## config.mk

```make
export PLATFORM = sky130hd
export DESIGN_NAME = servo_feed_motion_sequencer_core_flat
export DESIGN_NICKNAME = d
export VERILOG_FILES = /design/src/rtl/sfms_pkg.sv /design/src/rtl/sfms_if.sv /design/src/rtl/servo_feed_motion_sequencer_core.sv /design/src/flat_wrapper.sv
export SDC_FILE = /design/constraint.sdc
export NUM_CORES = 1
export LEC_CHECK = 0
export ABC_AREA = 1
export ABC_CLOCK_PERIOD_IN_PS = 12400
export BUFFER_PORTS_ARGS = -buffer_cell sky130_fd_sc_hd__buf_2
export CAP_MARGIN = 0
export CELL_PAD_IN_SITES_DETAIL_PLACEMENT = 1
export CELL_PAD_IN_SITES_GLOBAL_PLACEMENT = 1
export CORE_MARGIN = 3
export CORE_UTILIZATION = 40
export DETAILED_ROUTE_END_ITERATION = 8
export GPL_ROUTABILITY_DRIVEN = 0
export PLACE_DENSITY = 0.71
export SETUP_SLACK_MARGIN = 0.15
export SLEW_MARGIN = 40
export SYNTH_ARGS = -nofsm -noshare
export SYNTH_HDL_FRONTEND = slang
export SYNTH_SLANG_ARGS = --single-unit
```

## constraint.sdc

```tcl
create_clock -name clk -period 12.4 [get_ports clk]
set_input_delay 0.62 -clock clk [delete_from_list [all_inputs] [get_ports clk]]
set_output_delay 0.62 -clock clk [all_outputs]
set_load 0.01 [all_outputs]
```

## src/rtl/sfms_pkg.sv

```systemverilog
package sfms_pkg;

	localparam int SERVO_COUNT = 3;

	localparam int DAY_W = 5;
	localparam int SERVO_W = 2;
	localparam int PULSE_W = 13;
	localparam int PHASE_W = 2;
	localparam int ANGLE_W = 8;
	localparam int USEC_W = 12;
	localparam int TICK_W = 16;
	localparam int STEP_W = 3;
	localparam int PROD_W = ANGLE_W + USEC_W;

	localparam int APB_ADDR_W = 5;
	localparam int APB_DATA_W = 32;

	typedef logic [SERVO_W-1:0] servo_t;
	typedef logic [ANGLE_W-1:0] angle_t;
	typedef logic [PULSE_W-1:0] pulse_t;
	typedef logic [PHASE_W-1:0] phase_code_t;
	typedef logic [APB_ADDR_W-1:0] apb_addr_t;
	typedef logic [APB_DATA_W-1:0] apb_data_t;

	localparam angle_t MAX_ANGLE = angle_t'(180);
	localparam logic [STEP_W-1:0] FIRST_MOVE = STEP_W'(1);
	localparam logic [STEP_W-1:0] LAST_MOVE = STEP_W'(7);

	// x / 180 == (x >> 2) / 45; 45 by reciprocal, exact for x < 2**20
	localparam int RECIP_W = 19;
	localparam int DIV_SHIFT = 24;
	localparam logic [RECIP_W-1:0] DIV_RECIP = RECIP_W'(372828);
	localparam int QUOT_IN_W = PROD_W - 2;
	localparam int MUL_W = QUOT_IN_W + RECIP_W;

	typedef enum logic [2:0] {
		REG_PULSE_MIN   = 3'd0,
		REG_PULSE_SPAN  = 3'd1,
		REG_FIRST_PAUSE = 3'd2,
		REG_ROCK_PAUSE  = 3'd3,
		REG_FINAL_PAUSE = 3'd4,
		REG_ROCK_ANGLE  = 3'd5
	} reg_idx_t;

	localparam logic [USEC_W-1:0] PULSE_MIN_RST = USEC_W'(500);
	localparam logic [USEC_W-1:0] PULSE_SPAN_RST = USEC_W'(2000);
	localparam logic [TICK_W-1:0] FIRST_PAUSE_RST = TICK_W'(1000);
	localparam logic [TICK_W-1:0] ROCK_PAUSE_RST = TICK_W'(100);
	localparam logic [TICK_W-1:0] FINAL_PAUSE_RST = TICK_W'(5000);
	localparam angle_t ROCK_ANGLE_RST = angle_t'(165);

	localparam int DAY_CODES = 2 ** DAY_W;
	typedef servo_t servo_lut_t [DAY_CODES];

	function automatic servo_lut_t build_servo_lut();
		servo_lut_t lut;
		for (int i = 0; i < DAY_CODES; i++) begin
			lut[i] = servo_t'(i % SERVO_COUNT);
		end
		return lut;
	endfunction

	localparam servo_lut_t SERVO_LUT = build_servo_lut();

endpackage

```

## src/rtl/sfms_if.sv

```systemverilog
interface sfms_in_if;
	import sfms_pkg::*;
	logic valid;
	logic ready;
	logic time_match;
	logic [DAY_W-1:0] day_of_month;

	modport source (output valid, output time_match, output day_of_month, input ready);
	modport sink (input valid, input time_match, input day_of_month, output ready);
endinterface

interface sfms_out_if;
	import sfms_pkg::*;
	logic valid;
	logic ready;
	logic write_valid;
	logic [SERVO_W-1:0] servo_sel;
	logic [PULSE_W-1:0] pulse_width_us;
	logic [PHASE_W-1:0] phase;

	modport source (output valid, output write_valid, output servo_sel,
		output pulse_width_us, output phase, input ready);
	modport sink (input valid, input write_valid, input servo_sel,
		input pulse_width_us, input phase, output ready);
endinterface

```

## src/rtl/servo_feed_motion_sequencer_core.sv

```systemverilog
// channel  dir  payload                                          handshake
// in_ch    in   time_match, day_of_month                         valid/ready
// out_ch   out  write_valid, servo_sel, pulse_width_us, phase    valid/ready
// apb      in   6 regs at 4*i, 32-bit data                       psel/penable, pready=1
//
// One request per cycle sustained while out_ch.ready stays high. Sequencer state updates in the accept cycle;
// the pulse width then takes a multiply stage (angle*span) and a reciprocal
// divide-by-180 stage, and the result is offered from the stage-3 output register.
// arst_n clears sequencer state, pipeline valids and registers to defaults.
// Each stage holds when the next is full and stalled; in_ch.ready drops only
// when all three stages are full and out_ch.ready is low.
module servo_feed_motion_sequencer_core (
	input  logic                 clk,
	input  logic                 arst_n,
	sfms_in_if.sink              in_ch,
	sfms_out_if.source           out_ch,
	input  logic                 psel,
	input  logic                 penable,
	input  logic                 pwrite,
	input  sfms_pkg::apb_addr_t  paddr,
	input  sfms_pkg::apb_data_t  pwdata,
	output sfms_pkg::apb_data_t  prdata,
	output logic                 pready
);
	import sfms_pkg::*;

	typedef enum logic [1:0] {
		PH_IDLE  = 2'd0,
		PH_START = 2'd1,
		PH_PAUSE = 2'd2
	} phase_t;

	// config registers
	logic [USEC_W-1:0] pulse_min_q, pulse_span_q;
	logic [TICK_W-1:0] first_pause_q, rock_pause_q, final_pause_q;
	angle_t            rock_angle_q;
	logic [2:0]        reg_idx;

	assign pready = 1'b1;
	assign reg_idx = paddr[4:2];

	always_ff @(posedge clk or negedge arst_n) begin
		if (!arst_n) begin
			pulse_min_q   <= PULSE_MIN_RST;
			pulse_span_q  <= PULSE_SPAN_RST;
			first_pause_q <= FIRST_PAUSE_RST;
			rock_pause_q  <= ROCK_PAUSE_RST;
			final_pause_q <= FINAL_PAUSE_RST;
			rock_angle_q  <= ROCK_ANGLE_RST;
		end else if (psel && penable && pwrite) begin
			case (reg_idx)
				REG_PULSE_MIN:   pulse_min_q   <= pwdata[USEC_W-1:0];
				REG_PULSE_SPAN:  pulse_span_q  <= pwdata[USEC_W-1:0];
				REG_FIRST_PAUSE: first_pause_q <= pwdata[TICK_W-1:0];
				REG_ROCK_PAUSE:  rock_pause_q  <= pwdata[TICK_W-1:0];
				REG_FINAL_PAUSE: final_pause_q <= pwdata[TICK_W-1:0];
				REG_ROCK_ANGLE:  rock_angle_q  <= pwdata[ANGLE_W-1:0];
				default: ;
			endcase
		end
	end

	always_comb begin
		case (reg_idx)
			REG_PULSE_MIN:   prdata = APB_DATA_W'(pulse_min_q);
			REG_PULSE_SPAN:  prdata = APB_DATA_W'(pulse_span_q);
			REG_FIRST_PAUSE: prdata = APB_DATA_W'(first_pause_q);
			REG_ROCK_PAUSE:  prdata = APB_DATA_W'(rock_pause_q);
			REG_FINAL_PAUSE: prdata = APB_DATA_W'(final_pause_q);
			REG_ROCK_ANGLE:  prdata = APB_DATA_W'(rock_angle_q);
			default:         prdata = '0;
		endcase
	end

	// pipeline control
	logic v_s1, v_s2, v_s3;
	logic en1, en2, en3, accept;

	assign en3 = !v_s3 || out_ch.ready;
	assign en2 = !v_s2 || en3;
	assign en1 = !v_s1 || en2;
	assign in_ch.ready = en1;
	assign accept = in_ch.valid && en1;

	// sequencer
	phase_t            phase_q, phase_nxt;
	logic [STEP_W-1:0] step_q, step_nxt;
	logic [TICK_W-1:0] elapsed_q, elapsed_nxt, elapsed_inc;
	servo_t            servo_q, servo_nxt;
	logic [TICK_W-1:0] pause;
	angle_t            rock_clamped, move_angle, wr_angle;
	logic              wr;
	phase_code_t       ph_out;

	assign rock_clamped = (rock_angle_q > MAX_ANGLE) ? MAX_ANGLE : rock_angle_q;
	assign elapsed_inc = (elapsed_q == '1) ? elapsed_q : elapsed_q + TICK_W'(1);

	always_comb begin
		if (step_q == FIRST_MOVE)
			pause = first_pause_q;
		else if (step_q == LAST_MOVE)
			pause = final_pause_q;
		else
			pause = rock_pause_q;
		if (step_q == LAST_MOVE)
			move_angle = '0;
		else
			move_angle = step_q[0] ? rock_clamped : MAX_ANGLE;
	end

	always_comb begin
		phase_nxt   = phase_q;
		step_nxt    = step_q;
		elapsed_nxt = elapsed_q;
		servo_nxt   = servo_q;
		wr          = 1'b0;
		wr_angle    = '0;
		ph_out      = phase_code_t'(phase_q);
		case (phase_q)
			PH_START: begin
				wr          = 1'b1;
				wr_angle    = MAX_ANGLE;
				phase_nxt   = PH_PAUSE;
				step_nxt    = FIRST_MOVE;
				elapsed_nxt = '0;
			end
			PH_PAUSE: begin
				if (step_q == '0) begin
					phase_nxt   = PH_IDLE;
					elapsed_nxt = '0;
				end else begin
					elapsed_nxt = elapsed_inc;
					if (elapsed_inc >= pause) begin
						wr          = 1'b1;
						wr_angle    = move_angle;
						elapsed_nxt = '0;
						if (step_q == LAST_MOVE) begin
							phase_nxt = PH_IDLE;
							step_nxt  = '0;
						end else begin
							step_nxt = step_q + STEP_W'(1);
						end
					end
				end
			end
			default: begin
				ph_out    = phase_code_t'(PH_IDLE);
				phase_nxt = PH_IDLE;
				if (in_ch.time_match) begin
					servo_nxt   = SERVO_LUT[in_ch.day_of_month];
					wr          = 1'b1;
					wr_angle    = '0;
					phase_nxt   = PH_START;
					step_nxt    = '0;
					elapsed_nxt = '0;
				end
			end
		endcase
	end

	// stage 1: sequencer state and write decision
	logic        wr_s1;
	servo_t      servo_s1;
	angle_t      angle_s1;
	phase_code_t phase_s1;

	always_ff @(posedge clk or negedge arst_n) begin
		if (!arst_n) begin
			phase_q   <= PH_IDLE;
			step_q    <= '0;
			elapsed_q <= '0;
			servo_q   <= '0;
			v_s1      <= 1'b0;
		end else begin
			if (accept) begin
				phase_q   <= phase_nxt;
				step_q    <= step_nxt;
				elapsed_q <= elapsed_nxt;
				servo_q   <= servo_nxt;
			end
			if (en1)
				v_s1 <= in_ch.valid;
		end
	end

	always_ff @(posedge clk) begin
		if (accept) begin
			wr_s1    <= wr;
			servo_s1 <= servo_nxt;
			angle_s1 <= wr_angle;
			phase_s1 <= ph_out;
		end
	end

	// stage 2: angle * span
	logic        wr_s2;
	servo_t      servo_s2;
	logic [PROD_W-1:0] prod_s2;
	phase_code_t phase_s2;

	always_ff @(posedge clk or negedge arst_n) begin
		if (!arst_n)
			v_s2 <= 1'b0;
		else if (en2)
			v_s2 <= v_s1;
	end

	always_ff @(posedge clk) begin
		if (en2 && v_s1) begin
			wr_s2    <= wr_s1;
			servo_s2 <= servo_s1;
			prod_s2  <= PROD_W'(angle_s1) * PROD_W'(pulse_span_q);
			phase_s2 <= phase_s1;
		end
	end

	// stage 3: divide by 180, add min
	logic [MUL_W-1:0]  quot_mul;
	logic [USEC_W-1:0] quot;
	pulse_t            pulse;

	assign quot_mul = MUL_W'(prod_s2[PROD_W-1:2]) * MUL_W'(DIV_RECIP);
	assign quot = quot_mul[DIV_SHIFT +: USEC_W];
	assign pulse = PULSE_W'(pulse_min_q) + PULSE_W'(quot);

	always_ff @(posedge clk or negedge arst_n) begin
		if (!arst_n)
			v_s3 <= 1'b0;
		else if (en3)
			v_s3 <= v_s2;
	end

	always_ff @(posedge clk) begin
		if (en3 && v_s2) begin
			out_ch.write_valid    <= wr_s2;
			out_ch.servo_sel      <= wr_s2 ? servo_s2 : '0;
			out_ch.pulse_width_us <= wr_s2 ? pulse : '0;
			out_ch.phase          <= phase_s2;
		end
	end

	assign out_ch.valid = v_s3;

endmodule

```

## src/flat_wrapper.sv

```systemverilog
// flat-port wrapper written by rule: the top's interface ports become plain ports
module servo_feed_motion_sequencer_core_flat import sfms_pkg::*;
  (clk, arst_n, psel, penable, pwrite, paddr, pwdata, prdata, pready, in_ch_valid, in_ch_time_match, in_ch_day_of_month, in_ch_ready, out_ch_valid, out_ch_write_valid, out_ch_servo_sel, out_ch_pulse_width_us, out_ch_phase, out_ch_ready);
  sfms_in_if in_ch_i ();
  sfms_out_if out_ch_i ();
  input  logic clk;
  input  logic arst_n;
  input  logic psel;
  input  logic penable;
  input  logic pwrite;
  input  sfms_pkg::apb_addr_t paddr;
  input  sfms_pkg::apb_data_t pwdata;
  output sfms_pkg::apb_data_t prdata;
  output logic pready;
  input wire logic [$bits(in_ch_i.valid)-1:0] in_ch_valid;
  input wire logic [$bits(in_ch_i.time_match)-1:0] in_ch_time_match;
  input wire logic [$bits(in_ch_i.day_of_month)-1:0] in_ch_day_of_month;
  output wire logic [$bits(in_ch_i.ready)-1:0] in_ch_ready;
  output wire logic [$bits(out_ch_i.valid)-1:0] out_ch_valid;
  output wire logic [$bits(out_ch_i.write_valid)-1:0] out_ch_write_valid;
  output wire logic [$bits(out_ch_i.servo_sel)-1:0] out_ch_servo_sel;
  output wire logic [$bits(out_ch_i.pulse_width_us)-1:0] out_ch_pulse_width_us;
  output wire logic [$bits(out_ch_i.phase)-1:0] out_ch_phase;
  input wire logic [$bits(out_ch_i.ready)-1:0] out_ch_ready;
  assign in_ch_i.valid = in_ch_valid;
  assign in_ch_i.time_match = in_ch_time_match;
  assign in_ch_i.day_of_month = in_ch_day_of_month;
  assign in_ch_ready = in_ch_i.ready;
  assign out_ch_valid = out_ch_i.valid;
  assign out_ch_write_valid = out_ch_i.write_valid;
  assign out_ch_servo_sel = out_ch_i.servo_sel;
  assign out_ch_pulse_width_us = out_ch_i.pulse_width_us;
  assign out_ch_phase = out_ch_i.phase;
  assign out_ch_i.ready = out_ch_ready;
  servo_feed_motion_sequencer_core u_core (.clk(clk), .arst_n(arst_n), .in_ch(in_ch_i), .out_ch(out_ch_i), .psel(psel), .penable(penable), .pwrite(pwrite), .paddr(paddr), .pwdata(pwdata), .prdata(prdata), .pready(pready));
endmodule
```

Word level (Yosys, flattened, before mapping)
Memory sizes are Yosys's and may differ from the RTL's.
Index checks and enable logic that the tools add are counted.
W data, S select, Z words.
{ "classes": {"order_cmp": 3, "n_bitwise": 1, "muxes": 32, "n_eq_ne": 14, "n_shift": 0, "n_div": 0, "multipliers": 2, "n_reduce_logical": 24, "n_addsub": 3} }
{ "ops": {"columns": ["op", "count"], "rows": [
  ["$mux W16", 6],
  ["$pmux W16 S6", 1],
  ["$mux W8", 5],
  ["$mul A18 B17 Y34 const B", 1],
  ["$pmux W16 S2", 1],
  ["$mul A8 B12 Y20", 1],
  ["$add A16 B1 Y16 const B", 1],
  ["$eq A16 B16 Y1 const B", 1],
  ["$ge A16 B16 Y1", 1],
  ["$pmux W8 S2", 1],
  ["$mux W2", 7],
  ["$reduce_and A2 Y1", 7],
  ["$add A12 B12 Y13", 1],
  ["$mux W3", 4],
  ["$eq A3 B3 Y1 const B", 3],
  ["$gt A8 B8 Y1 const B", 1],
  ["$eq A3 B1 Y1 const B", 2],
  ["$eq A3 B2 Y1 const B", 2],
  ["$ge A6 B6 Y1 const B", 1],
  ["$logic_not A3 Y1", 2],
  ["$ne A3 B1 Y1 const B", 2],
  ["$not A5 Y6", 1],
  ["$pmux W3 S2", 1],
  ["$logic_and A1 B1 Y1", 5],
  ["other kinds (14)", 21]
]} }
{ "word_totals": {"word_cells": 105, "mem_bits_rw": 0, "out_inout_bits": 53, "mem_bits_ro": 64, "in_bits": 50, "latchBits": 0, "ff_bits": 162, "n_memories": 1} }
{ "memory_table": {"columns": ["name", "words", "width", "rd", "rd_clocked_by_memory_dff", "wr", "line", "rtl"], "rows": [
  ["(name not given)", 32, 2, 1, 0, 0, "servo_feed_motion_sequencer_core.sv:150", "servo_nxt = SERVO_LUT[in_ch.day_of_month];"]
]} }

Longest topological paths before layout
{ "depth": {"depth_word": 7, "depth_mapped": 29, "ltp_nobuf": 29} }

Worst setup path after synthesis
OpenSTA, ideal clock, no wires.
{ "synth_path": {"kind": "register to register", "start": "register u_core.prod_s2[10]", "end": "register u_core.out_ch.pulse_width_us[4] (data pin)", "t_required_ps": 12146, "setup_time_ps": 254, "slack_ps": 6391, "t_arrival_ps": 5754, "path_stages_with_launch": 26, "synth_period_minus_slack_ps": 6009, "n_path_buf": 0, "cell_sequence": "edfxtp_1 ha_1 inv_1 fa_1 fa_1 fa_1 inv_1 fa_1 inv_1 fa_1 inv_1 ha_1 nand2_1 nor4_1 nand2_1 nand2_1 nand2_1 nand2_1 ha_1 inv_1 fa_1 inv_1 nand2_1 o21ai_0 a21oi_1 o21a_1"} }
{ "synth_between": {"elab_chain_len": 2} }
{ "synth_rtl": {"columns": ["element", "line", "rtl"], "rows": [
  ["start: declaration", "servo_feed_motion_sequencer_core.sv:198", "logic [PROD_W-1:0] prod_s2;"],
  ["start signal: assignment", "servo_feed_motion_sequencer_core.sv:212", "prod_s2 <= PROD_W'(angle_s1) * PROD_W'(pulse_span_q);"],
  ["$mul A18 B17 Y34", "servo_feed_motion_sequencer_core.sv:222", "assign quot_mul = MUL_W'(prod_s2[PROD_W-1:2]) * MUL_W'(DIV_RECIP);"],
  ["$add A12 B12 Y13", "servo_feed_motion_sequencer_core.sv:224", "assign pulse = PULSE_W'(pulse_min_q) + PULSE_W'(quot);"],
  ["end signal: assignment", "servo_feed_motion_sequencer_core.sv:237", "out_ch.pulse_width_us <= wr_s2 ? pulse : '0;"],
  ["end: declaration", "sfms_if.sv:22", "output pulse_width_us, output phase, input ready);"]
]} }
No other way between the ends.
A chain may end at the register's enable or synchronous reset.

Worst setup path after layout
{ "layout_path": {"start": "register u_core.prod_s2[12]", "end": "register u_core.out_ch.pulse_width_us[4] (data pin)"} }
The elaborated chain is that of the path after synthesis.

==> flow_metrics.tcl <==
set metrics [dict create \
    status "finished, final reports clean" \
    synth_edf_count 54 \
    num_vias 13900 \
    fmax_mhz 146.2 \
    critPathMaxFanout 5 \
    crit_arrival_ns 7.04 \
    min_period_ns 6.839 \
    dr.pass1.iters 5 \
    end_kind "register" \
    syn2layout_area_growth_pct 8.101 \
    multi_input_area_um2 10780 \
    skew_ns 0.01353 \
    route.detailed.drc 0 \
    finalSetupViolCount 0 \
    layout-drive-gt1-share 0.07592 \
    ys_warn_count 0 \
    cts_resized 0 \
    die_y_um 211.9 \
    postCtsSetupBuffers 0 \
    maxCapViolCount 0 \
    synth_flop_cell "dfrtp_1" \
    wirelength_um 48660 \
    rsz0062_at_grt "false" \
    async_reset_ff_frac 0.6625 \
    tightest_slew_ns 0.8105 \
    diodes 0 \
    clk_latency_ns 0.45 \
    synth_cells 2094 \
    yosysMostFrequentCell "nand2_1" \
    netlist_top_cells_area "fa_1 18%, ha_1 15%, nand2_1 11%" \
    htreeDepth 4 \
    vias_per_cell 5.190 \
    initial_core_util 0.4098 \
    regArea_um2 4312 \
    hold_class "primary input to async pin" \
    tns_ns 0 \
    routedWlPerCell_um 18.16 \
    port_buffers 67 \
    numCtsBuffers 17 \
    row_count 74 \
    cts_tree "done" \
    grt_max_degree 79 \
    grt_usage 0.2255 \
    fin_util 0.4430 \
    place_inst 2647 \
    grt_pass1_vias 15190 \
    hpwl_um 39340 \
    drt_iter0_drc 647 \
    ys_ff_latch 160 \
    path_clk_slew_ns 0.07 \
    nFillCells 5074 \
    cts_sinks 160 \
    yosys-top-cells-count "513 x nand2_1, 427 x inv_1, 208 x ha_1, 155 x fa_1, 135 x o21ai_0" \
    slew_headroom 0.4540 \
    clock-root-buffer "clkbuf_16" \
    hold_viol 0 \
    die_w_um 211.9 \
    synth_seq_area_share 0.2542 \
    drv_slew 0 \
    synth_top_area_frac 0.1830 \
    nets 2547 \
    overflow 0 \
    core_um2 41390 \
    antenna_found_initial 2 \
    syn-cell-area_um2 16960 \
    critPathRequiredTime_ns 12.60 \
    synthDistinctLibCells 48 \
    grt_pass1_wl_um 79340 \
    synth_top_area_cell "fa_1" \
    avgSynthCellArea_um2 8.099 \
    die_area_um2 44900 \
    io_pins 103 \
    postCtsHoldBufs 0 \
    timing.final.crit_share 0.5515 \
    fin_cells 2679 \
    clockBufferDepth 2 \
    ant_nets 0 \
    cp-start-kind "register" \
    setup.worst_path.class "register to register" \
]
critical path, stage by stage (launching register included):
cell	delay (ns)
edfxtp_1	0.56
ha_1	0.41
inv_1	0.13
fa_1	0.52
fa_1	0.52
fa_1	0.55
inv_1	0.06
fa_1	0.53
inv_1	0.06
fa_1	0.54
inv_1	0.04
ha_1	0.31
nand2_1	0.12
nor4_1	0.48
nand2_1	0.16
nand2_1	0.10
nand2_1	0.05
nand2_1	0.07
ha_1	0.18
inv_1	0.07
fa_1	0.39
inv_1	0.12
nand2_1	0.07
o21ai_0	0.34
a21oi_1	0.12
o21a_1	0.12
layout make-up:
class,instances,share of cell area
Sequential cell,160,0.2352
Tap cell,532,0.03631
Inverter,432,0.08845
Clock inverter,10,0.005392
Timing Repair Buffer,72,0.02068
Multi-Input combinational cell,1451,0.5881
Clock buffer,22,0.02587
layout by cell type, fill, tap and decap left out, types with 4 or more instances in the layout:
cell       instances
a21o_1             8
a21oi_1           96
a22oi_1            4
buf_2             66
buf_4              5
clkbuf_16         17
conb_1            17
dfrtp_1           76
dfstp_2           30
edfxtp_1          54
fa_1             155
ha_1             208
inv_1            425
inv_2              6
inv_6              4
nand2_1          510
nand2_2            6
nand3_1           54
nand4_1           16
nor2_1           107
nor2_2             5
nor2_4             4
nor3_1            14
nor4_1             4
o2111ai_1         13
o211ai_1          25
o21ai_0          135
o21bai_1           5
o22ai_1           11
xnor2_1           11
xor2_1            16
metrics by stage:
| stage | area, um2 | worst slack (ns) | hold slack [ns] |
|---|---|---|---|
| after global routing | 18330 | 5.101 | 0.1065 |
| after CTS | 18330 | 5.513 | 0.09158 |
| final | 18330 | 5.561 | 0.09364 |
| after floorplan | 17020 | 6.391 | 0.3244 |
| after global placement | 17730 | 5.703 | 0.4008 |
| after detailed placement | 17750 | 5.547 | 0.4109 |
cells by family after synthesis:
kind of cell | synth area share
adders and majority gates | 0.3364
other | 0.0004428
and+or+nand+nor | 0.1757
AOI/OAI and AO/OA | 0.1043
buffers and inverters | 0.1149
DFF | 0.2542
xor gates and xnor gates | 0.01394
final timing paths:
path / slack [ns] / cells past startpoint / start / end
hold / removal: 0.09 / 1 / arst_n / u_core.elapsed_q[14]
min in group clk: 0.40 / 3 / pwdata[10] / u_core.final_pause_q[10]
max in group asynchronous: 11.21 / 2 / arst_n / u_core.pulse_min_q[10]
setup / recovery: 5.56 / 25 / u_core.prod_s2[12] / u_core.out_ch.pulse_width_us[4]
setup reg to reg: 5.56 / 25 / u_core.prod_s2[12] / u_core.out_ch.pulse_width_us[4]
hold reg to reg: 0.42 / 0 / u_core.servo_s1[1] / u_core.servo_s2[1]
registers in the layout, summed over array words and instances (netlist names), 3 cells and up:
name	cells
u_core.out_ch.pulse_width_us	13
u_core.elapsed_q	16
u_core.prod_s2	18
u_core.rock_angle_q	8
u_core.pulse_span_q	12
u_core.pulse_min_q	12
u_core.angle_s1	8
u_core.rock_pause_q	16
u_core.step_q	3
u_core.first_pause_q	16
u_core.final_pause_q	16
layer usage:
metal | up-vias | track usage | routed length, um
met3 | 59 | 0.03897 | 1749
met1 | 6991 | 0.2936 | 21900
met2 | 203 | 0.3911 | 24060
met4 | 4 | 0.05589 | 926
met5 | - | 0 | 28
li1 | 6647 | - | -
Power is left out: the tool's default activity adds up to more than one toggle a clock period on the data nets, which glitch-free logic cannot reach.
